File: src/rtl/fsfr_pkg.sv
// ----------------------------------------------------------------------------
// fsfr_pkg: shared definitions for the four-digit segment frame renderer
// Holds the frame sizes, the seven-segment patterns, the glass map and the
// function that turns one decimal digit into display-memory bits.
// ----------------------------------------------------------------------------
package fsfr_pkg;

  // Display-memory addresses written per frame, and how many are sent.
  localparam int unsigned NUM_ADDRESSES = 32;
  localparam int unsigned MAX_WRITES    = 32;
  localparam int unsigned WRITE_COUNT   =
      (NUM_ADDRESSES > MAX_WRITES) ? MAX_WRITES : NUM_ADDRESSES;

  localparam int unsigned ADDR_W   = 5;
  localparam int unsigned NIBBLE_W = 4;
  localparam int unsigned NUMBER_W = 16;

  // Only addresses 0 to 10 can carry segments; the rest are always zero.
  localparam int unsigned IMG_ADDRS = 11;
  localparam int unsigned IMG_W     = IMG_ADDRS * NIBBLE_W;

  // Saturated values fit in 14 bits; quotients by ten fit in 10 bits.
  localparam int unsigned REST_W    = 14;
  localparam int unsigned QUOT_W    = 10;
  localparam int unsigned PROD_W    = 27;
  localparam int unsigned RECIP_SH  = 16;
  localparam logic [NUMBER_W-1:0] TOP_VALUE = 16'd9999;
  // floor(v * 6554 / 2^16) equals floor(v / 10) for every v up to 9999.
  localparam logic [12:0] RECIP10 = 13'd6554;

  localparam int unsigned NUM_DIGITS = 4;
  localparam int unsigned NUM_SEGS   = 7;

  localparam int unsigned QUEUE_DEPTH = 2;

  // Icon positions as {address, common line}.
  localparam logic [5:0] COLON_BIT = {4'd8, 2'd3};
  localparam logic [5:0] PM_BIT    = {4'd3, 2'd3};

  typedef logic [IMG_W-1:0] img_t;

  // Segment bit masks per digit that exist on the glass.
  localparam logic [NUM_SEGS-1:0] GLASS_PRESENT [NUM_DIGITS] = '{
    7'b1111111, 7'b1111111, 7'b1111111, 7'b1000110
  };

  // Glass map as {address, common line}, [digit 0 = rightmost][segment a..g].
  localparam logic [5:0] GLASS_SPOT [NUM_DIGITS][NUM_SEGS] = '{
    '{ {4'd10, 2'd3}, {4'd10, 2'd2}, {4'd10, 2'd1}, {4'd9, 2'd1},
       {4'd8, 2'd1},  {4'd9, 2'd3},  {4'd9, 2'd2} },
    '{ {4'd8, 2'd2},  {4'd7, 2'd3},  {4'd7, 2'd1},  {4'd6, 2'd1},
       {4'd6, 2'd2},  {4'd6, 2'd3},  {4'd7, 2'd2} },
    '{ {4'd4, 2'd3},  {4'd5, 2'd2},  {4'd5, 2'd1},  {4'd4, 2'd1},
       {4'd3, 2'd1},  {4'd3, 2'd2},  {4'd4, 2'd2} },
    '{ {4'd0, 2'd0},  {4'd2, 2'd2},  {4'd2, 2'd1},  {4'd0, 2'd0},
       {4'd0, 2'd0},  {4'd0, 2'd0},  {4'd1, 2'd2} }
  };

  // Seven-segment pattern, bit 0 = a up to bit 6 = g.
  function automatic logic [NUM_SEGS-1:0] seg_pattern(input logic [3:0] digit);
    logic [NUM_SEGS-1:0] patt;
    unique case (digit)
      4'd0:    patt = 7'h3F;
      4'd1:    patt = 7'h06;
      4'd2:    patt = 7'h5B;
      4'd3:    patt = 7'h4F;
      4'd4:    patt = 7'h66;
      4'd5:    patt = 7'h6D;
      4'd6:    patt = 7'h7D;
      4'd7:    patt = 7'h07;
      4'd8:    patt = 7'h7F;
      4'd9:    patt = 7'h6F;
      default: patt = '0;
    endcase
    return patt;
  endfunction

  // Display-memory bits lit by one digit at one position.
  function automatic img_t digit_image(input logic [1:0] pos, input logic [3:0] digit);
    img_t                img;
    logic [NUM_SEGS-1:0] patt;
    patt = seg_pattern(digit) & GLASS_PRESENT[pos];
    img  = '0;
    for (int s = 0; s < NUM_SEGS; s++) begin
      if (patt[s]) begin
        img[GLASS_SPOT[pos][s]] = 1'b1;
      end
    end
    return img;
  endfunction

endpackage

File: src/rtl/fsfr_front.sv
// ----------------------------------------------------------------------------
// fsfr_front: number intake and frame image builder
// Saturates the number, peels off one decimal digit per cycle through a
// reciprocal multiply, blanks leading zeros and collects the lit bits.
// ----------------------------------------------------------------------------
module fsfr_front (
  input  logic                              clk_i,
  input  logic                              rst_ni,
  input  logic                              in_valid_i,
  output logic                              in_ready_o,
  input  logic [fsfr_pkg::NUMBER_W-1:0]     number_value_i,
  input  logic                              colon_lit_i,
  input  logic                              pm_lit_i,
  output logic                              img_valid_o,
  input  logic                              img_ready_i,
  output fsfr_pkg::img_t                    img_o
);
  import fsfr_pkg::*;

  logic              busy_q, busy_d;
  logic              done_q, done_d;
  logic [1:0]        step_q, step_d;
  logic [REST_W-1:0] rest_q, rest_d;
  img_t              img_q, img_d;

  logic [PROD_W-1:0] prod;
  logic [QUOT_W-1:0] quot;
  logic [REST_W-1:0] remainder;
  logic              shown;
  logic              accept;
  logic              push;
  logic [REST_W-1:0] sat_value;
  img_t              icons;

  assign prod      = PROD_W'(rest_q) * PROD_W'(RECIP10);
  assign quot      = prod[RECIP_SH +: QUOT_W];
  assign remainder = rest_q - REST_W'({quot, 3'b000}) - REST_W'({quot, 1'b0});
  // A digit other than the rightmost is blank when it and every digit to its left are zero.
  assign shown     = (step_q == 2'd0) || (rest_q != '0);

  assign sat_value = (number_value_i > TOP_VALUE) ? REST_W'(TOP_VALUE)
                                                  : number_value_i[REST_W-1:0];

  always_comb begin
    icons             = '0;
    icons[COLON_BIT]  = colon_lit_i;
    icons[PM_BIT]     = pm_lit_i;
  end

  assign push        = done_q && img_ready_i;
  assign in_ready_o  = !busy_q || push;
  assign accept      = in_valid_i && in_ready_o;
  assign img_valid_o = done_q;
  assign img_o       = img_q;

  always_comb begin
    busy_d = busy_q;
    done_d = done_q;
    step_d = step_q;
    rest_d = rest_q;
    img_d  = img_q;
    if (accept) begin
      busy_d = 1'b1;
      done_d = 1'b0;
      step_d = '0;
      rest_d = sat_value;
      img_d  = icons;
    end else if (push) begin
      busy_d = 1'b0;
      done_d = 1'b0;
    end else if (busy_q && !done_q) begin
      step_d = step_q + 2'd1;
      rest_d = REST_W'(quot);
      if (shown) begin
        img_d = img_q | digit_image(step_q, remainder[3:0]);
      end
      if (step_q == 2'(NUM_DIGITS - 1)) begin
        done_d = 1'b1;
      end
    end
  end

  always_ff @(posedge clk_i or negedge rst_ni) begin
    if (!rst_ni) begin
      busy_q <= 1'b0;
      done_q <= 1'b0;
      step_q <= '0;
    end else begin
      busy_q <= busy_d;
      done_q <= done_d;
      step_q <= step_d;
    end
  end

  always_ff @(posedge clk_i) begin
    rest_q <= rest_d;
    img_q  <= img_d;
  end

endmodule

File: src/rtl/fsfr_queue.sv
// ----------------------------------------------------------------------------
// fsfr_queue: short frame image queue
// Holds finished frame images between the builder and the write sequencer.
// ----------------------------------------------------------------------------
module fsfr_queue (
  input  logic           clk_i,
  input  logic           rst_ni,
  input  logic           wr_valid_i,
  output logic           wr_ready_o,
  input  fsfr_pkg::img_t wr_img_i,
  output logic           rd_valid_o,
  input  logic           rd_ready_i,
  output fsfr_pkg::img_t rd_img_o
);
  import fsfr_pkg::*;

  localparam int unsigned PTR_W = $clog2(QUEUE_DEPTH);
  localparam int unsigned CNT_W = $clog2(QUEUE_DEPTH + 1);

  img_t             slot_q [QUEUE_DEPTH];
  logic [PTR_W-1:0] wr_ptr_q, rd_ptr_q;
  logic [CNT_W-1:0] count_q;
  logic             do_wr, do_rd;

  assign wr_ready_o = (count_q != CNT_W'(QUEUE_DEPTH));
  assign rd_valid_o = (count_q != '0);
  assign rd_img_o   = slot_q[rd_ptr_q];
  assign do_wr      = wr_valid_i && wr_ready_o;
  assign do_rd      = rd_valid_o && rd_ready_i;

  always_ff @(posedge clk_i or negedge rst_ni) begin
    if (!rst_ni) begin
      wr_ptr_q <= '0;
      rd_ptr_q <= '0;
      count_q  <= '0;
    end else begin
      if (do_wr) begin
        wr_ptr_q <= (wr_ptr_q == PTR_W'(QUEUE_DEPTH - 1)) ? '0 : wr_ptr_q + 1'b1;
      end
      if (do_rd) begin
        rd_ptr_q <= (rd_ptr_q == PTR_W'(QUEUE_DEPTH - 1)) ? '0 : rd_ptr_q + 1'b1;
      end
      if (do_wr && !do_rd) begin
        count_q <= count_q + 1'b1;
      end else if (do_rd && !do_wr) begin
        count_q <= count_q - 1'b1;
      end
    end
  end

  always_ff @(posedge clk_i) begin
    if (do_wr) begin
      slot_q[wr_ptr_q] <= wr_img_i;
    end
  end

endmodule

File: src/rtl/fsfr_back.sv
// ----------------------------------------------------------------------------
// fsfr_back: display-memory write sequencer
// Walks the addresses of one frame image in ascending order and presents
// one registered write word per address, marking the final one.
// ----------------------------------------------------------------------------
module fsfr_back (
  input  logic                             clk_i,
  input  logic                             rst_ni,
  input  logic                             img_valid_i,
  output logic                             img_ready_o,
  input  fsfr_pkg::img_t                   img_i,
  output logic                             out_valid_o,
  input  logic                             out_ready_i,
  output logic [fsfr_pkg::ADDR_W-1:0]      ram_address_o,
  output logic [fsfr_pkg::NIBBLE_W-1:0]    ram_nibble_o,
  output logic                             last_write_o
);
  import fsfr_pkg::*;

  logic                busy_q;
  logic [ADDR_W-1:0]   cnt_q;
  img_t                img_q;
  logic                out_valid_q;
  logic [ADDR_W-1:0]   out_addr_q;
  logic [NIBBLE_W-1:0] out_nib_q;
  logic                out_last_q;

  logic                advance;
  logic                take;
  img_t                src_img;
  logic [ADDR_W-1:0]   src_addr;
  logic [NIBBLE_W-1:0] src_nib;

  function automatic logic [NIBBLE_W-1:0] pick(input img_t img, input logic [ADDR_W-1:0] a);
    logic [NIBBLE_W-1:0] nib;
    nib = '0;
    for (int i = 0; i < IMG_ADDRS; i++) begin
      if (a == ADDR_W'(i)) begin
        nib = img[i*NIBBLE_W +: NIBBLE_W];
      end
    end
    return nib;
  endfunction

  assign advance     = !out_valid_q || out_ready_i;
  assign take        = advance && !busy_q && img_valid_i;
  assign img_ready_o = advance && !busy_q;
  assign src_img     = busy_q ? img_q : img_i;
  assign src_addr    = busy_q ? cnt_q : '0;
  assign src_nib     = pick(src_img, src_addr);

  always_ff @(posedge clk_i or negedge rst_ni) begin
    if (!rst_ni) begin
      busy_q      <= 1'b0;
      cnt_q       <= '0;
      out_valid_q <= 1'b0;
    end else if (advance) begin
      if (busy_q) begin
        out_valid_q <= 1'b1;
        cnt_q       <= cnt_q + 1'b1;
        if (cnt_q == ADDR_W'(WRITE_COUNT - 1)) begin
          busy_q <= 1'b0;
        end
      end else if (img_valid_i) begin
        out_valid_q <= 1'b1;
        cnt_q       <= ADDR_W'(1);
        busy_q      <= (WRITE_COUNT > 1);
      end else begin
        out_valid_q <= 1'b0;
      end
    end
  end

  always_ff @(posedge clk_i) begin
    if (take) begin
      img_q <= img_i;
    end
    if (advance) begin
      out_addr_q <= src_addr;
      out_nib_q  <= src_nib;
      out_last_q <= (src_addr == ADDR_W'(WRITE_COUNT - 1));
    end
  end

  assign out_valid_o   = out_valid_q;
  assign ram_address_o = out_addr_q;
  assign ram_nibble_o  = out_nib_q;
  assign last_write_o  = out_last_q;

endmodule

File: src/rtl/four_digit_segment_frame_render.sv
// ----------------------------------------------------------------------------
// four_digit_segment_frame_render: four-digit segment display frame renderer
// Turns a number and two icon flags into one frame of display-memory writes.
// ----------------------------------------------------------------------------
// Each input word carries a number (saturated to 9999), a colon flag and a PM
// flag, and yields a frame of WRITE_COUNT output words (32 by default), one
// per display-memory address in ascending order, with tlast on the final
// address. Leading zero digits are blanked and the rightmost digit is always
// shown. The output side delivers one word per cycle while m_axis_tready is
// high, so the address counter of the write sequencer sets the sustained
// rate of one input word per frame. The front end builds a frame image after
// a word is accepted, one decimal digit per cycle through a reciprocal
// multiply, and a two-frame queue lets it take further input words while a
// frame is still being written out. Once the builder finishes and the output
// side is free, the first write passes the queue slot and the output register.
module four_digit_segment_frame_render (
  input  logic        clk_i,
  input  logic        rst_ni,
  input  logic        s_axis_tvalid,
  output logic        s_axis_tready,
  // [15:0] number_value, [16] colon_lit, [17] pm_lit, [23:18] zero
  input  logic [23:0] s_axis_tdata,
  output logic        m_axis_tvalid,
  input  logic        m_axis_tready,
  // [4:0] ram_address, [8:5] ram_nibble, [15:9] zero
  output logic [15:0] m_axis_tdata,
  output logic        m_axis_tlast
);
  import fsfr_pkg::*;

  logic                fr_valid, fr_ready;
  img_t                fr_img;
  logic                bk_valid, bk_ready;
  img_t                bk_img;
  logic [ADDR_W-1:0]   ram_address;
  logic [NIBBLE_W-1:0] ram_nibble;

  fsfr_front u_front (
    .clk_i          (clk_i),
    .rst_ni         (rst_ni),
    .in_valid_i     (s_axis_tvalid),
    .in_ready_o     (s_axis_tready),
    .number_value_i (s_axis_tdata[15:0]),
    .colon_lit_i    (s_axis_tdata[16]),
    .pm_lit_i       (s_axis_tdata[17]),
    .img_valid_o    (fr_valid),
    .img_ready_i    (fr_ready),
    .img_o          (fr_img)
  );

  fsfr_queue u_queue (
    .clk_i      (clk_i),
    .rst_ni     (rst_ni),
    .wr_valid_i (fr_valid),
    .wr_ready_o (fr_ready),
    .wr_img_i   (fr_img),
    .rd_valid_o (bk_valid),
    .rd_ready_i (bk_ready),
    .rd_img_o   (bk_img)
  );

  fsfr_back u_back (
    .clk_i         (clk_i),
    .rst_ni        (rst_ni),
    .img_valid_i   (bk_valid),
    .img_ready_o   (bk_ready),
    .img_i         (bk_img),
    .out_valid_o   (m_axis_tvalid),
    .out_ready_i   (m_axis_tready),
    .ram_address_o (ram_address),
    .ram_nibble_o  (ram_nibble),
    .last_write_o  (m_axis_tlast)
  );

  assign m_axis_tdata = {7'b0, ram_nibble, ram_address};

  // The final word of a frame always carries the highest written address.
  a_last_addr : assert property (@(posedge clk_i) disable iff (!rst_ni)
    (m_axis_tvalid && m_axis_tlast) |-> (ram_address == ADDR_W'(WRITE_COUNT - 1)))
    else $error("tlast on the wrong address");

  // Within a frame the next word follows at once with the next address.
  a_addr_step : assert property (@(posedge clk_i) disable iff (!rst_ni)
    (m_axis_tvalid && m_axis_tready && !m_axis_tlast) |=>
      (m_axis_tvalid && (ram_address == $past(ram_address) + 1'b1)))
    else $error("frame addresses not consecutive");

  // Addresses beyond the glass map never carry segment bits.
  a_blank_high : assert property (@(posedge clk_i) disable iff (!rst_ni)
    (m_axis_tvalid && (ram_address >= ADDR_W'(IMG_ADDRS))) |-> (ram_nibble == '0))
    else $error("segment bits on an unused address");

endmodule
File: config.mk
export PLATFORM = sky130hd
export DESIGN_NAME = four_digit_segment_frame_render
export DESIGN_NICKNAME = d
export VERILOG_FILES = /design/src/rtl/fsfr_pkg.sv /design/src/rtl/fsfr_front.sv /design/src/rtl/fsfr_queue.sv /design/src/rtl/fsfr_back.sv /design/src/rtl/four_digit_segment_frame_render.sv
export SDC_FILE = /design/constraint.sdc
export NUM_CORES = 1
export LEC_CHECK = 0
export ABC_AREA = 1
export BUFFER_PORTS_ARGS = -buffer_cell sky130_fd_sc_hd__buf_2
export CAP_MARGIN = 20
export CORE_MARGIN = 2
export CORE_UTILIZATION = 47
export CTS_CLUSTER_DIAMETER = 150
export CTS_CLUSTER_SIZE = 25
export DETAILED_ROUTE_END_ITERATION = 7
export PLACE_DENSITY_LB_ADDON = 0.05
export SETUP_SLACK_MARGIN = 0.15
export SLEW_MARGIN = 0
export SYNTH_ARGS = -nofsm -noshare
export SYNTH_HDL_FRONTEND = slang
export SYNTH_HIERARCHICAL = 1
export SYNTH_SLANG_ARGS = --single-unit
File: constraint.sdc
create_clock -name clk_i -period 8.6 [get_ports clk_i]
set_clock_uncertainty 0.15 [all_clocks]
set_input_delay 1.72 -clock clk_i [delete_from_list [all_inputs] [get_ports clk_i]]
set_output_delay 1.72 -clock clk_i [all_outputs]
set_load 0.005 [all_outputs]
## Yosys cells after proc, flatten, opt, wreduce, memory -nomap -nowiden

Memory sizes are Yosys's and may differ from the RTL's.
Cells that the tools add are included.

- Bits in writable memories: 88
- Flip-flop bits (word level): 127
- Bits in latches: 0
- Memories kept: 2
- Output and inout port bits: 19
- ROM bits: 112
- Word-level logic and storage cells: 208

- Multiply operators: 1
- Bitwise logic cells: 10
- Shifts and indexed selects: 0
- Mux-type cells: 101
- Equal/unequal tests: 15
- Divide/modulo/power cells: 0
- Magnitude comparators: 16
- Reductions and logical operators: 39
- Add/subtract/negate cells: 8

Memory list:

| memory | words | width | read ports | clocked after Yosys merged registers in | write ports | RTL line | text |
|---|---|---|---|---|---|---|---|
| (name not given) | 16 | 7 | 1 | 0 | 0 | fsfr_pkg.sv:62 | `unique case (digit)` |
| u_queue.slot_q | 2 | 44 | 1 | 0 | 1 | fsfr_queue.sv:20 | `img_t slot_q [QUEUE_DEPTH];` |

Operators with widths:

| kind | number |
|---|---|
| $mux W44 | 36 |
| $or A44 B44 Y44 | 7 |
| $mux W36 | 4 |
| $bmux W42 S2 | 1 |
| $mux W42 | 2 |
| $mux W14 | 4 |
| $lt A6 B7 Y1 const B | 7 |
| $mux W4 | 11 |
| $demux W1 S6 | 7 |
| $ge A6 B1 Y1 const B | 7 |
| $mux W7 | 6 |
| $mul A14 B12 Y25 const B | 1 |
| $mux W1 | 21 |
| $eq A5 B3 Y1 const B | 4 |
| $gt A16 B14 Y1 const B | 1 |
| $eq A5 B4 Y1 const B | 3 |
| $mux W5 | 3 |
| $bmux W7 S2 | 1 |
| $logic_and A1 B1 Y1 | 14 |
| $reduce_bool A14 Y1 | 1 |
| $reduce_bool A2 Y1 | 6 |
| $eq A5 B2 Y1 const B | 2 |
| $eq A5 B5 Y1 const B | 2 |
| $mux W2 | 5 |
| 20 further kinds | 34 |

## Depth between registers and ports, before layout

Gate-level depths: netlist (run 1).
An unclocked memory read counts as a cell.

- Depth after elaboration: 55
- Mapped depth: 35

## By module

The synthesis (run 1) kept the hierarchy.

Modules (own cells, without submodules):

| module | times used | area each (um^2) | cells each | seq. area each (um^2) |
|---|---|---|---|---|
| fsfr_front | 1 | 6442.4 | 822 | 1421.4 |
| fsfr_queue | 1 | 3484.6 | 258 | 2742.6 |
| fsfr_back | 1 | 3016.6 | 306 | 1796.7 |
| four_digit_segment_frame_render | 1 | 56.3 | 8 | 0.0 |

## Worst setup path before layout (run 1)

OpenSTA, ideal clock, no wires.

- Path type: flip-flop to flip-flop
- Start point: reg u_front.rest_q[3]
- End point: reg u_front.img_q[15], in the netlist u_front/img_o[15] (data pin)
- Path buffers: 1
- Setup slack: 2.776 ns
- Clock period less this slack: 5.824 ns
- Stages on the path, launching flop included: 29
- Setup time: 0.145 ns
- Required time: 8.305 ns
- Data arrival time: 5.529 ns
- Cell sequence: edfxtp_1 inv_1 ha_1 inv_1 fa_1 inv_1 fa_1 fa_1 inv_1 fa_1 inv_1 ha_1 a21oi_1 o21ai_0 a21oi_1 xnor2_1 ha_1 inv_1 or2_2 nand2_1 inv_1 nor2_1 inv_1 a21oi_4 nand2_4 buf_6 nor2_2 a21oi_1 o21ai_1

- Cells in the longest elaborated chain, start to end: 55

Ends and longest elaborated chain:

| what | RTL line | text |
|---|---|---|
| start: declaration | fsfr_front.sv:23 | `logic [REST_W-1:0] rest_q, rest_d;` |
| start signal: assignment | fsfr_front.sv:96 | `rest_q <= rest_d;` |
| $mul A14 B12 Y25 | fsfr_front.sv:35 | `assign prod = PROD_W'(rest_q) * PROD_W'(RECIP10);` |
| $sub A4 B4 Y4 | fsfr_front.sv:37 | `assign remainder = rest_q - REST_W'({quot, 3'b000}) - REST_W'({quot, 1'b0});` |
| $sub A4 B4 Y4 (*) | fsfr_front.sv:37 |  |
| $mem_v2 Z16 W7 (*) | -- |  |
| $mux W7 (*) | fsfr_front.sv:74 | `if (shown) begin` |
| $mux W7 (*) | fsfr_front.sv:71 | `end else if (busy_q && !done_q) begin` |
| $mux W7 (*) | fsfr_front.sv:68 | `end else if (push) begin` |
| $mux W7 (*) | fsfr_front.sv:62 | `if (accept) begin` |
| (+40 left out) | -- |  |
| $mux W44 (*) | fsfr_front.sv:68 |  |
| $mux W44 (*) | fsfr_front.sv:62 |  |
| $or A44 B44 Y44 (*) | fsfr_front.sv:75 | `img_d = img_q \| digit_image(step_q, remainder[3:0]);` |
| $mux W36 (*) | fsfr_front.sv:74 |  |
| $mux W36 (*) | fsfr_front.sv:71 |  |
| $mux W36 (*) | fsfr_front.sv:68 |  |
| $mux W36 (*) | fsfr_front.sv:62 |  |
| via u_front.img_d[15] | fsfr_front.sv:24 | `img_t img_q, img_d;` |
| end signal: assignment | fsfr_front.sv:97 | `img_q <= img_d;` |
| end: declaration | fsfr_front.sv:24 |  |

Mark *: on every way through the listed nets, which the timed path passes. The rest lies on a longest branch. The select of a mux whose other input is x is not followed.
A chain may end at the register's enable or synchronous reset.

## Final worst setup path (run 1)

- Start point: reg u_front.rest_q[5]
- End point: reg u_front.img_q[1], in the netlist u_front/img_o[1]

- Cells in the longest elaborated chain, start to end: 51

Ends and longest elaborated chain:

| what | RTL line | text |
|---|---|---|
| $mul A14 B12 Y25 | fsfr_front.sv:35 |  |
| $sub A4 B4 Y4 (2 in series) | fsfr_front.sv:37 |  |
| $mem_v2 Z16 W7 | -- |  |
| $mux W7 | fsfr_front.sv:74 |  |
| $mux W7 | fsfr_front.sv:71 |  |
| $mux W7 | fsfr_front.sv:68 |  |
| $mux W7 | fsfr_front.sv:62 |  |
| $and A7 B7 Y7 | fsfr_pkg.sv:82 | `patt = seg_pattern(digit) & GLASS_PRESENT[pos];` |
| (+34 left out) | -- |  |
| $mux W44 | fsfr_front.sv:62 |  |
| $or A44 B44 Y44 (no line) | -- |  |
| $mux W44 | fsfr_pkg.sv:85 | `if (patt[s]) begin` |
| $mux W44 | fsfr_front.sv:74 |  |
| $mux W44 | fsfr_front.sv:71 |  |
| $mux W44 | fsfr_front.sv:68 |  |
| $mux W44 | fsfr_front.sv:62 |  |
| $or A44 B44 Y44 | fsfr_front.sv:75 |  |

Parallel ways exist; a longest one is shown, timed or not. The select of a mux whose other input is x is not followed.

==> metrics list, run 1 <==
- Status: completed
- Initial antenna violation count: 0
- The most critical setup path has its startpoint at u_front/rest_q[5].
- After detailed routing, the number of remaining DRC violations is 0.
- CTS Root Buffer Type: sky130_fd_sc_hd__clkbuf_16
- Main flop type after synthesis: sky130_fd_sc_hd__edfxtp_1
- Headroom to the max-slew limit came out at 0.537.
- For this run the aggregate overflow at the end of global routing stands at 0.
* Final worst-path cycle share: 0.811
- Required arrival time at the worst endpoint: 8.86 ns
- On the worst path, the slowest cell contributes a delay of about 0.60 ns.
- The most numerous cell type found on the critical path is sky130_fd_sc_hd__inv_1.
- Top cell family by delay on the critical path: adder cells
* Library cell with the highest instance count after synthesis: sky130_fd_sc_hd__nand2_1
- The critical path ends at u_front/img_o[1].
- In this run the remaining antenna-violating nets after routing total 0.
- Area growth, synth to finish: 5.83%
* Clock tree from TritonCTS: yes
- Via count of the first global-routing pass: 8544
- Initial Util: 0.481
* Die height: 170 um
- Post-CTS Setup Repair Bufs: 0
* Total wirelength of the detailed-routed design: a little under 30000 um
- Post-synth design cell area: 13000 um2
- Summing over every cut layer, the via total after detailed routing is between 8000 and 9000.
- For this design, the sink count on the clock tree is 215.
- Row generation in the floorplan step produced 60 rows.
- Max-cap violations in this run came to 0.
* Maximum fanout encountered on the critical timing path: 15
* Max Transition Viols Final: 0
- The die is 170 um wide.
* Endpoints failing setup: 0
* Count of flip-flops with a built-in enable after synthesis: 158
* Start of the worst register-to-register path: u_front/rest_q[5]
* Synthesized netlist cell count: 1394
* #FFs+latches synth: ~220
- The clock reaches the later pin of the worst-skew pair after between 0.4 and 0.5 ns.
- Yosys warns: 6
* I/O pin cnt: 47
* Register-to-Register Setup Slack: 1.62 ns
- In the synthesized netlist the async set-or-reset flop fraction comes to 0.0698.
- Clock tree synthesis inserted a total of 12 buffers.
- DR vias/cell: 5.08
- Core area: 27000 um2
* Clock-pin slew on the worst setup and hold paths: 0.10 ns
* Share of final-layout standard cells stronger than drive strength 1: 0.0838
- Number of nets in the layout: 1606
* Port Buf Inserts: 33
* Buf/Inv on CP: 6
* Seq/Total Area, Yosys: 0.459
- Mean post-synth cell area: 9.33 um2
- Critical path capture point type: register
- The number of failing hold endpoints at the final stage was 0.
- Class of the most critical hold timing path: reg2reg
* Routability congestion estimate from global placement: 0.918
* FMAX: between 100 and 150 MHz
* Wire length of the first global-routing pass: roughly 47000 um
* Kind of start point of the critical path: register
* Final critical delay including setup and external delays: between 6 and 7 ns
* Number of library cell types mapped by synthesis: 54
- Post-cts hold buffer count: 0
- CP arrival: 7.24 ns
* Top cell type's share of synthesized area: 0.365
- The worst setup path is of the reg2reg kind.
* Worst Tran Pin Value: ~0.7 ns
- After synthesis, the cell types taking the most area are sky130_fd_sc_hd__edfxtp_1 36%, sky130_fd_sc_hd__nand2_1 11%, sky130_fd_sc_hd__ha_1 11%.
- Buffer levels on the longest clock path: 3
- Number of DRC violations after detailed-routing iteration 0: 707
- Setup repair after global routing left no endpoint under its margin.
* Number of gates resized after CTS: 0
* Reg-to-Reg End: u_front/img_o[1]
* Ant. Diodes: 0
- CTS built an H-tree with a depth of 1.
- Maximum number of pins on one net before global-route repair: 57
- On the critical path, the stage with the largest delay is an instance of sky130_fd_sc_hd__edfxtp_1.
* Reg2Reg Depth: 25
* Total negative slack: 0 ns
- Cell taking the most area after synthesis: sky130_fd_sc_hd__edfxtp_1
- After detailed routing, the average wire length per cell comes to roughly 16 um.
* TritonRoute pass-1 iters: 5
* Global-route usage over all layers: 0.208
- Detailed placement ended at an HPWL of 21000 um.
- Total stage count of the critical path: 25
* Area of the die: 29000 um2
- Most instantiated cells after synthesis: 395 x sky130_fd_sc_hd__nand2_1, 213 x sky130_fd_sc_hd__inv_1, 158 x sky130_fd_sc_hd__edfxtp_1
==> worst register-to-register path: cells and delay by family (launching register included) <==
family | cells | cell delay (ns)
flip-flops | 1 | 0.60
AO/OA/AOI/OAI | 6 | 1.56
adder cells (fa/ha/maj) | 7 | 3.12
AND/OR/NAND/NOR | 5 | 0.85
XOR/XNOR | 1 | 0.19
buffers and inverters | 6 | 0.45
==> layout by cell type (no fill, tap or decap), drive strengths merged, types with 12 or more instances in the layout <==
master	Yosys	routed
nand2	420	420
fa	47	47
nand4	19	19
a21oi	42	42
dfxtp	42	42
o211ai	15	15
edfxtp	158	158
buf	31	40
dfrtp	15	15
or2	15	15
o21ai	46	46
nor3	12	12
ha	117	117
inv	224	224
nor2	92	92
nand3	48	48
clkbuf	9	19
==> sequential cells by signal, summed over array words and instances, names as in the netlist, 4 cells and up <==
signal and flops:
u_front/img_o 44, u_front/rest_q 14, u_back/img_q 44, u_back/ram_nibble_o 4, u_back/cnt_q 5, u_back/ram_address_o 5
u_queue/slot_q 88
==> metrics by stage <==
step	setup slack (ns)	instances	hold slack (ns)	cell area [um2]	util
6_report	1.62	1761	0.296	13800	0.509
5_1_grt	1.18	1761	0.313	13800	0.509
4_1_cts	1.64	1761	0.298	13800	0.509
3_5_place_dp	1.66	1741	0.282	13400	0.496
3_3_place_gp	1.74	1741	0.274	13400	0.496
2_1_floorplan	2.78	1400	0.266	13000	-
==> layout make-up <==
type	instances	area [um2]
sequential	215	5960
timing repair buffer	40	218
inverter	224	848
multi-input combinational	921	5940
clock inverter	1	11.3
tap	341	427
fill	2609	13300
clock buffer	19	348
==> worst min path at each step <==
stage | from | endpoint | cells past startpoint
after detailed placement | u_front/img_o[4] | u_front/img_o[4] | 2
after floorplan | u_front/img_o[12] | u_front/img_o[12] | 2
after global routing | u_front/img_o[4] | u_front/img_o[4] | 2
final | u_front/img_o[36] | u_front/img_o[36] | 2
after CTS | u_front/img_o[4] | u_front/img_o[4] | 2
after global placement | u_front/img_o[20] | u_front/img_o[20] | 2
==> logic make-up (layout without fill, tap and decap cells) <==
logic type	Yosys count	count (layout)	share of synthesized area
compound gates	120	120	0.0539
flops	215	215	0.459
other cells	1	7	0.000288
fa+ha+maj	164	164	0.185
xor+xnor	14	14	0.00943
simple gates	613	613	0.203
mux	3	3	0.00231
buf+inv	264	284	0.0871
==> routing by layer <==
layer / track usage / vias to the layer above / part of all wire
li1: - / 4510 / -
met1: 0.325 / 4206 / 0.52
met2: 0.314 / 190 / 0.42
met3: 0.0212 / 33 / 0.037
met4: 0.0379 / 0 / 0.017
met5: 0 / - / 0
Power of run 1 is left out: the tool's default activity adds up to more than one toggle a clock period on the data nets, which glitch-free logic cannot reach.
==> inputs of run 2 (changes only) <==
==> constraint.sdc (replaced) <==
create_clock -name clk_i -period 5.64 [get_ports clk_i]
set_clock_uncertainty 0.15 [all_clocks]
set_input_delay 1.128 -clock clk_i [delete_from_list [all_inputs] [get_ports clk_i]]
set_output_delay 1.128 -clock clk_i [all_outputs]
set_load 0.005 [all_outputs]
==> run 2 against run 1 <==
Hold slack got worse by 0.0013 ns. Global-route usage is 0.24 points higher. Via count rose by 3.9%. Critical path depth increased by 1. Final cell count is 5.3% higher. The flow now finishes with violations (setup timing). Largest cell class is now multi-input gates.
==> metrics list, run 2 (synthesis results as in run 1) <==
- The global-route wire length before repair was 47200 um (+0.99%).
* Antenna-violating nets left: 0 (unchanged)
* Final-layout fill cell count: 2450 (-6.1%)
- Total wirelength of the detailed-routed design: 29800 um (+2.8%)
- The detail-routed via count per cell is 5.01 (-1.4%).
* Clock Latency Late Sink: 0.47 ns (about the same)
* Endpoints failing setup: 21 (+21)
- Final critical delay including setup and external delays: 5.77 ns (-1.21 ns)
- Routability congestion estimate from global placement: 0.885 (-3.6%)
- Maximum fanout encountered on the critical timing path: 5 (-10)
- Worst-case setup margin in the final layout: -0.133 ns (-1.75 ns)
- The cell total after placement was 1814 (+4.2%).
- The startpoint identified for the worst hold timing path is u_front/img_o[28].
- The startpoint identified for the worst register-to-register timing path is u_front/rest_q[3].
- The count of TritonRoute iterations in the first routing pass is 5 (unchanged).
- Post-layout instance count excluding filler cells: 1855 (+5.3%)
- Multi-input gate area: 6540 um2 (+10%)
* Violations in the final reports: setup timing
- The register with the most flip-flops in the final layout is u_queue/slot_q.
* Number of DRC violations after detailed-routing iteration 0: 566 (-20%)
* Required arrival time at the worst endpoint: 5.91 ns (-2.95 ns)
- # clock sinks: 215 (unchanged)
- Final core utilization: 0.560 (+0.0513)
- Maximum number of pins on one net before global-route repair: 57 (unchanged)
* Buffer levels on the longest clock path: 3 (unchanged)
- Clock tree from TritonCTS: yes
* Most common cell after layout, fill and taps aside: sky130_fd_sc_hd__nand2_1
- WL per Instance: 16.1 um (-2.4%)
- The number of buffers created by CTS came to 12 (unchanged).
- The total count of max-transition violations in the final report was 0 (unchanged).
- The total congestion overflow came to 0 (unchanged).
- The worst hold path belongs to the class reg2reg.
- Register-to-Register Setup Slack: -0.13 ns (-1.75 ns)
- Number of design rule violations left after detail routing: 0 (unchanged)
* Number of flip-flops under the largest register name: 88 (unchanged)
- The number of failing hold endpoints at the final stage is 0 (unchanged).
* Most frequent cells in the layout: 377 x sky130_fd_sc_hd__nand2_1, 191 x sky130_fd_sc_hd__inv_1, 158 x sky130_fd_sc_hd__edfxtp_1, 100 x sky130_fd_sc_hd__ha_1, 89 x sky130_fd_sc_hd__buf_4
- The number of diodes added for antenna fixing came to 0 (unchanged).
- Area of the die: 29000 um2 (unchanged)
- The number of nets in the finished design came to 1700 (+5.9%).
* I/O pin cnt: 47 (unchanged)
* Worst Hold Slack: 0.295 ns (-0.00127 ns)
- The arrival time of the worst setup path was 6.04 ns (-1.20 ns).
- Register Area: 5960 um2 (unchanged)
- The critical path is of the reg2reg type.
* Max-slew headroom: 0.263 (-0.274)
- Reg2Reg Depth: 26 (+4.0%)
* Area growth, synth to finish: 16.5%
- The worst setup path is captured at a register.
- The total routing usage reported by global routing came to 0.210 (+0.00239).
- In this run the critical register-to-register path is captured at u_front/img_o[17].
* Final worst-path cycle share: 1.02 (+0.212)
* Status: finished, violations left
- The starting density of the core was 0.481 (unchanged).
* Core area: 27000 um2 (unchanged)
* Clock-pin slew on the worst setup and hold paths: 0.10 ns (about the same)
- Kind of start point of the critical path: register
- Width of the die: 170 um (unchanged)
- The number of maximum-capacitance violations was 0 (unchanged).
- The measured slew at the worst slew-check pin is 1.11 ns (+0.412 ns).
- The site row count came to 60 (unchanged).
- Worst Hold End: u_front/img_o[28]
* Post-cts hold buffer count: 0 (unchanged)
- Die height: 170 um (unchanged)
* RSZ-0062 raised after global routing: yes
* Via total after detailed routing: 9285 (+3.9%)
- Total negative slack: -1.40 ns (-1.40 ns)
- Port Buf Inserts: 33 (unchanged)
- The number of cells on the worst hold path came to 2 (unchanged).
- Share of final-layout standard cells stronger than drive strength 1: 0.210 (+0.126)
- FMAX: 173 MHz (+21%)
* Hpwl dp: 22000 um (+4.8%)
* Via count of the first global-routing pass: 8714 (+2.0%)
* CTS Root Buffer Type: sky130_fd_sc_hd__clkbuf_16
* Number of levels the H-tree was split into: 1 (unchanged)
- Initial antenna violation count: 0 (unchanged)
-- run 2: cell count changes in the layout (fill, tap and decap cells not counted), sizes merged --
cell,previous run,this run
inv,224,225
buf,40,134
clkinv,1,0
-- run 2: through the flow --
step	cell area (um2)	setup slack, ns
5_1_grt	15100	-0.331
3_5_place_dp	14100	-0.271
6_report	15100	-0.133
3_3_place_gp	14000	-0.218
2_1_floorplan	13100	0.180
4_1_cts	14900	-0.0266
-- run 2: worst max-delay path by stage --
stage	start	depth (start not counted)	slack [ns]	endpoint
2_1_floorplan	u_front/rest_q[2]	28	0.18	u_front/img_o[15]
3_3_place_gp	u_front/rest_q[4]	25	-0.22	u_front/img_o[1]
3_5_place_dp	u_front/rest_q[1]	27	-0.27	u_front/img_o[1]
4_1_cts	u_front/rest_q[3]	27	-0.03	u_front/img_o[41]
5_1_grt	u_front/rest_q[3]	25	-0.33	u_front/img_o[35]
6_report	u_front/rest_q[3]	26	-0.13	u_front/img_o[17]
-- run 2: per-layer routing --
metal / global-route usage / vias to the layer above / share of wire / wire length, um
met5: 0 / - / 0 / 0
met4: 0.0305 / 0 / 0.013 / 374
met3: 0.0205 / 30 / 0.040 / 1200
met2: 0.314 / 171 / 0.43 / 12800
met1: 0.336 / 4368 / 0.52 / 15500
li1: - / 4716 / - / -
-- run 2: worst max-delay path, stage by stage, from the launching register on --
cell	delay [ns]
sky130_fd_sc_hd__edfxtp_1	0.52
sky130_fd_sc_hd__ha_4	0.34
sky130_fd_sc_hd__inv_4	0.03
sky130_fd_sc_hd__fa_1	0.54
sky130_fd_sc_hd__inv_2	0.04
sky130_fd_sc_hd__fa_1	0.46
sky130_fd_sc_hd__fa_1	0.51
sky130_fd_sc_hd__fa_1	0.54
sky130_fd_sc_hd__ha_4	0.33
sky130_fd_sc_hd__nand2_4	0.06
sky130_fd_sc_hd__o21ai_4	0.17
sky130_fd_sc_hd__a21oi_4	0.07
sky130_fd_sc_hd__xnor2_2	0.18
sky130_fd_sc_hd__ha_4	0.28
sky130_fd_sc_hd__inv_2	0.04
sky130_fd_sc_hd__or2_4	0.23
sky130_fd_sc_hd__nand2_4	0.07
sky130_fd_sc_hd__inv_4	0.05
sky130_fd_sc_hd__nor2_4	0.08
sky130_fd_sc_hd__inv_2	0.08
sky130_fd_sc_hd__a21oi_4	0.18
sky130_fd_sc_hd__buf_4	0.16
sky130_fd_sc_hd__buf_4	0.14
sky130_fd_sc_hd__nand2_1	0.11
sky130_fd_sc_hd__o22ai_1	0.18
sky130_fd_sc_hd__nand2_1	0.10
sky130_fd_sc_hd__nand2_1	0.09
-- run 2: repair_timing --
item | in CTS | in global routing
pin swaps | 40 | 32
resized for setup | 89 | 57
hold endpoints to repair | 0 | 0
setup endpoints to repair | 40 | 40
buffers inserted | 12 | 9
-- run 2: final cells by class --
cell class	count	area share
inverters	224	0.0570
flip-flops and latches	215	0.394
multi-input cells	921	0.432
well taps	341	0.0282
repair buffers	134	0.0656
clock buffers	19	0.0230
clock inverters	1	0.000743
Power of run 2 is left out for the same reason.
==> inputs of run 3 (changes only) <==
--- a/config.mk
+++ b/config.mk
@@ -5,7 +5,6 @@
 export SDC_FILE = /design/constraint.sdc
 export NUM_CORES = 1
 export LEC_CHECK = 0
-export ABC_AREA = 1
 export BUFFER_PORTS_ARGS = -buffer_cell sky130_fd_sc_hd__buf_2
 export CAP_MARGIN = 20
 export CORE_MARGIN = 2
==> run 3 against run 2 <==
The run still ends with setup timing left. Critical path depth up 1. Global-route usage fell by 0.81 points. Count of clock-buffer cells in the layout decreased by 2. Design area decreased by 1.2%. Sequential cell count did not move. Sequential share of layout area is 0.46 points higher. Register-to-register slack got worse by 0.58 ns. Wire length decreased by 6.5%. Worst setup slack worse by 0.58 ns. Hold slack better by 0.010 ns. Largest cell class unchanged. Highest routed layer unchanged.
==> metrics list, run 3 <==
- The flow ran to the end, but the final reports show violations.
- The checks that failed: setup timing.
- Reg-to-Reg End: u_front/img_o[42]
- The measured slew at the worst slew-check pin is 1.02 ns (-0.0852 ns).
* Seq/Total Area, Yosys: 0.472 (+0.0132)
* CP arrival: 6.61 ns (+0.57 ns)
- Most instantiated cells after synthesis: 158 x sky130_fd_sc_hd__edfxtp_1, 133 x sky130_fd_sc_hd__inv_1, 117 x sky130_fd_sc_hd__ha_1
* Proportion of synthesized flip-flops having asynchronous set or reset: 0.0698 (unchanged)
* Core area: 26700 um2 (-1.4%)
* Start of the worst register-to-register path: u_front/rest_q[1]
- Main flop type after synthesis: sky130_fd_sc_hd__edfxtp_1
* Final worst-path cycle share: 1.13 (+0.102)
* Max-slew headroom: 0.319 (+0.0568)
- Number of flip-flops under the largest register name: 88 (unchanged)
- The count of buffers inserted at the top-level ports was 33 (unchanged).
- Ant. Diodes: 0 (unchanged)
* Worst-case setup margin in the final layout: -0.711 ns (-0.577 ns)
- Die height: 168 um (-1.4%)
- The die footprint was 28200 um2 (-2.7%).
- The time the worst path needs with I/O delays and setup is 6.35 ns (+0.577 ns).
* Critical path startpoint: u_front/rest_q[1]
- Clock Latency Late Sink: 0.48 ns (about the same)
* Top reg by flops: u_queue/slot_q
* Post-synth design cell area: 12600 um2 (-2.8%)
* Register-to-Register Setup Slack: -0.71 ns (-0.58 ns)
* Area growth, synth to finish: 18.5%
* # clock sinks: 215 (unchanged)
- Number of nets in the layout: 1371 (-19%)
- Via total after detailed routing: 8215 (-12%)
- Number of levels the H-tree was split into: 1 (unchanged)
- The number of global-route vias before repair was 8251 (-5.3%).
- Clock tree from TritonCTS: yes
- Most area-consuming cells after synthesis: sky130_fd_sc_hd__edfxtp_1 38%, sky130_fd_sc_hd__ha_1 12%, sky130_fd_sc_hd__fa_1 7.4%
- CTS Root Buffer Type: sky130_fd_sc_hd__clkbuf_16
- The critical path is of the reg2reg type.
- Synthesized netlist cell count: 1046 (-25%)
- The worst-case reg-to-reg path depth is 27 (+3.8%).
- Number of DRC violations after detailed-routing iteration 0: 468 (-17%)
- The boundary pin count was 47 (unchanged).
- Antenna-violating nets left: 0 (unchanged)
- The count of flip-flops with a built-in enable after synthesis came to 158 (unchanged).
* Kind of start point of the critical path: register
- The maximum number of pins on one net before global-route repair is 45 (-21%).
- CP Capture Point: u_front/img_o[42]
- Hold violation count in the final report: 0 (unchanged)
* Cell taking the most area after synthesis: sky130_fd_sc_hd__edfxtp_1
- Number of design rule violations left after detail routing: 0 (unchanged)
* RSZ-0062 raised after global routing: yes
* Class of the most critical hold timing path: reg2reg
* Total wirelength of the detailed-routed design: 27900 um (-6.5%)
- The number of buffers created by CTS is 12 (unchanged).
- Max Transition Viols Final: 0 (unchanged)
* Most common cell after layout, fill and taps aside: sky130_fd_sc_hd__edfxtp_1
* FMAX: 157 MHz (-9.1%)
- Initial Util: 0.474 (-0.00689)
* Number of standard-cell rows in the floorplan: 60 (unchanged)
* Number of library cell types mapped by synthesis: 80 (+48%)
- Top cell type's share of synthesized area: 0.375 (+0.0105)
- The maximum net fanout on the critical path came to 4 (-1).
* Sum of overflow across all layers after global routing: 0 (unchanged)
- The count of synthesis-stage warnings from yosys came to 6 (unchanged).
- The average detailed-routed wire length per instance is 18.3 um (+14%).
* #FFs+latches synth: 215 (unchanged)
- The filler cell count was 2291 (-6.5%).
* Share of final-layout standard cells stronger than drive strength 1: 0.277 (+0.0672)
- The global-route wire length before repair is 44800 um (-5.1%).
* Clock-pin slew on the worst setup and hold paths: 0.11 ns (about the same)
* Buffer levels on the longest clock path: 3 (unchanged)
- Required arrival time at the worst endpoint: 5.90 ns (about the same)
- The placed wire-length estimate after detailed placement is 20500 um (-6.6%).
- The number of maximum-capacitance violations came to 0 (unchanged).
- TritonRoute pass-1 iters: 6 (+1)
* Width of the die: 168 um (-1.4%)
- Routability congestion estimate from global placement: 0.881 (-0.51%)
- The total setup violations reported at the end of the flow is 38 (+81%).
- Most frequent cells in the layout: 158 x sky130_fd_sc_hd__edfxtp_1, 120 x sky130_fd_sc_hd__inv_1, 110 x sky130_fd_sc_hd__buf_4, 102 x sky130_fd_sc_hd__ha_1, 56 x sky130_fd_sc_hd__nand2_1
- Global-route usage over all layers: 0.202 (-0.00806)
- The average cell area after synthesis came to 12.1 um2 (+30%).
* Critical path capture point type: register
- Final core utilization: 0.562 (+0.00127)
* Library cell with the highest instance count after synthesis: sky130_fd_sc_hd__edfxtp_1
- DR vias/cell: 5.39 (+7.7%)
* Initial antenna violation count: 0 (unchanged)
[run 3: changes by cell type in the layout (fill, tap and decap cells not counted), sizes merged, moves of 10 or more]
| cell | delta |
|---|---|
| and2 | +19 |
| buf | +23 |
| inv | -91 |
| mux2 | +48 |
| mux2i | +10 |
| nand2 | -362 |
| nand2b | +10 |
| nand3 | -33 |
| nand4 | -10 |
| nor2 | -52 |
| o21ai | -11 |
| o221ai | +12 |
| o22ai | +12 |
[run 3: critical path, stage by stage, from the launching register on]
cell                       delay [ns]
sky130_fd_sc_hd__edfxtp_1        0.52
sky130_fd_sc_hd__ha_4            0.30
sky130_fd_sc_hd__xor2_2          0.18
sky130_fd_sc_hd__ha_1            0.31
sky130_fd_sc_hd__fa_1            0.46
sky130_fd_sc_hd__fa_1            0.51
sky130_fd_sc_hd__inv_2           0.04
sky130_fd_sc_hd__fa_1            0.57
sky130_fd_sc_hd__inv_2           0.05
sky130_fd_sc_hd__ha_4            0.23
sky130_fd_sc_hd__o21a_1          0.18
sky130_fd_sc_hd__buf_4           0.13
sky130_fd_sc_hd__a31oi_1         0.16
sky130_fd_sc_hd__o31a_2          0.18
sky130_fd_sc_hd__o21ai_2         0.07
sky130_fd_sc_hd__xnor2_2         0.15
sky130_fd_sc_hd__buf_4           0.15
sky130_fd_sc_hd__ha_4            0.33
sky130_fd_sc_hd__xnor2_4         0.07
sky130_fd_sc_hd__and2_4          0.14
sky130_fd_sc_hd__a211oi_4        0.18
sky130_fd_sc_hd__buf_4           0.16
sky130_fd_sc_hd__o31ai_4         0.06
sky130_fd_sc_hd__mux2i_4         0.21
sky130_fd_sc_hd__buf_6           0.14
sky130_fd_sc_hd__nor2_4          0.04
sky130_fd_sc_hd__or4_4           0.51
sky130_fd_sc_hd__o211ai_1        0.09
[run 3: metrics by stage]
| stage | std cells | TNS, ns | area [um2] | setup WS (ns) | hold WS [ns] |
|---|---|---|---|---|---|
| 6_report | 1524 | -22.51 | 15000 | -0.711 | 0.305 |
| 5_1_grt | 1524 | -32.50 | 15000 | -0.964 | 0.322 |
| 4_1_cts | 1513 | -24.22 | 14700 | -0.765 | 0.310 |
| 3_5_place_dp | 1481 | -27.00 | 14000 | -1.01 | 0.285 |
| 3_3_place_gp | 1481 | -23.79 | 14000 | -0.917 | 0.277 |
| 2_1_floorplan | 1052 | -8.79 | 12900 | -0.353 | 0.267 |
[run 3: layer usage]
layer | global-route usage | wire length, um | vias up
met2 | 0.366 | 14200 | 148
met5 | 0 | 0 | -
met3 | 0.0160 | 732 | 40
li1 | - | - | 3985
met1 | 0.264 | 12400 | 4042
met4 | 0.0480 | 508 | 0
[run 3: cell type report]
type	instances	area, um2	area share
inverter	135	512	0.0342
multi-input combinational	658	6560	0.438
clock buffer	17	340	0.0227
sequential	215	5960	0.398
clock inverter	1	11.3	0.000752
tap	341	427	0.0285
timing repair buffer	157	1160	0.0773
[run 3: what timing repair did]
item | CTS | global route
gates cloned | 1 | 0
setup buffers | 13 | 11
gates resized for setup | 62 | 27
endpoints found under the setup margin | 42 | 43
pin swaps | 26 | 32
hold buffers | 0 | 0
[run 3: kinds of logic after synthesis]
logic type / synth area share
muxes: 0.0657
AOI/OAI and AO/OA: 0.104
adders and majority gates: 0.190
DFF: 0.472
other: 0.000297
xor gates and xnor gates: 0.0212
buffers and inverters: 0.0623
and+or+nand+nor: 0.0848
[run 3: worst min-delay path by stage]
stage,endpoint,startpoint,cells after the start
6_report,u_queue/slot_q[0][12],u_front/img_o[12],0
5_1_grt,u_queue/slot_q[0][28],u_front/img_o[28],0
4_1_cts,u_queue/slot_q[1][28],u_front/img_o[28],0
3_5_place_dp,u_queue/slot_q[1][28],u_front/img_o[28],0
3_3_place_gp,u_queue/slot_q[0][28],u_front/img_o[28],0
2_1_floorplan,u_queue/slot_q[0][12],u_front/img_o[12],0
Power of run 3 is left out for the same reason.
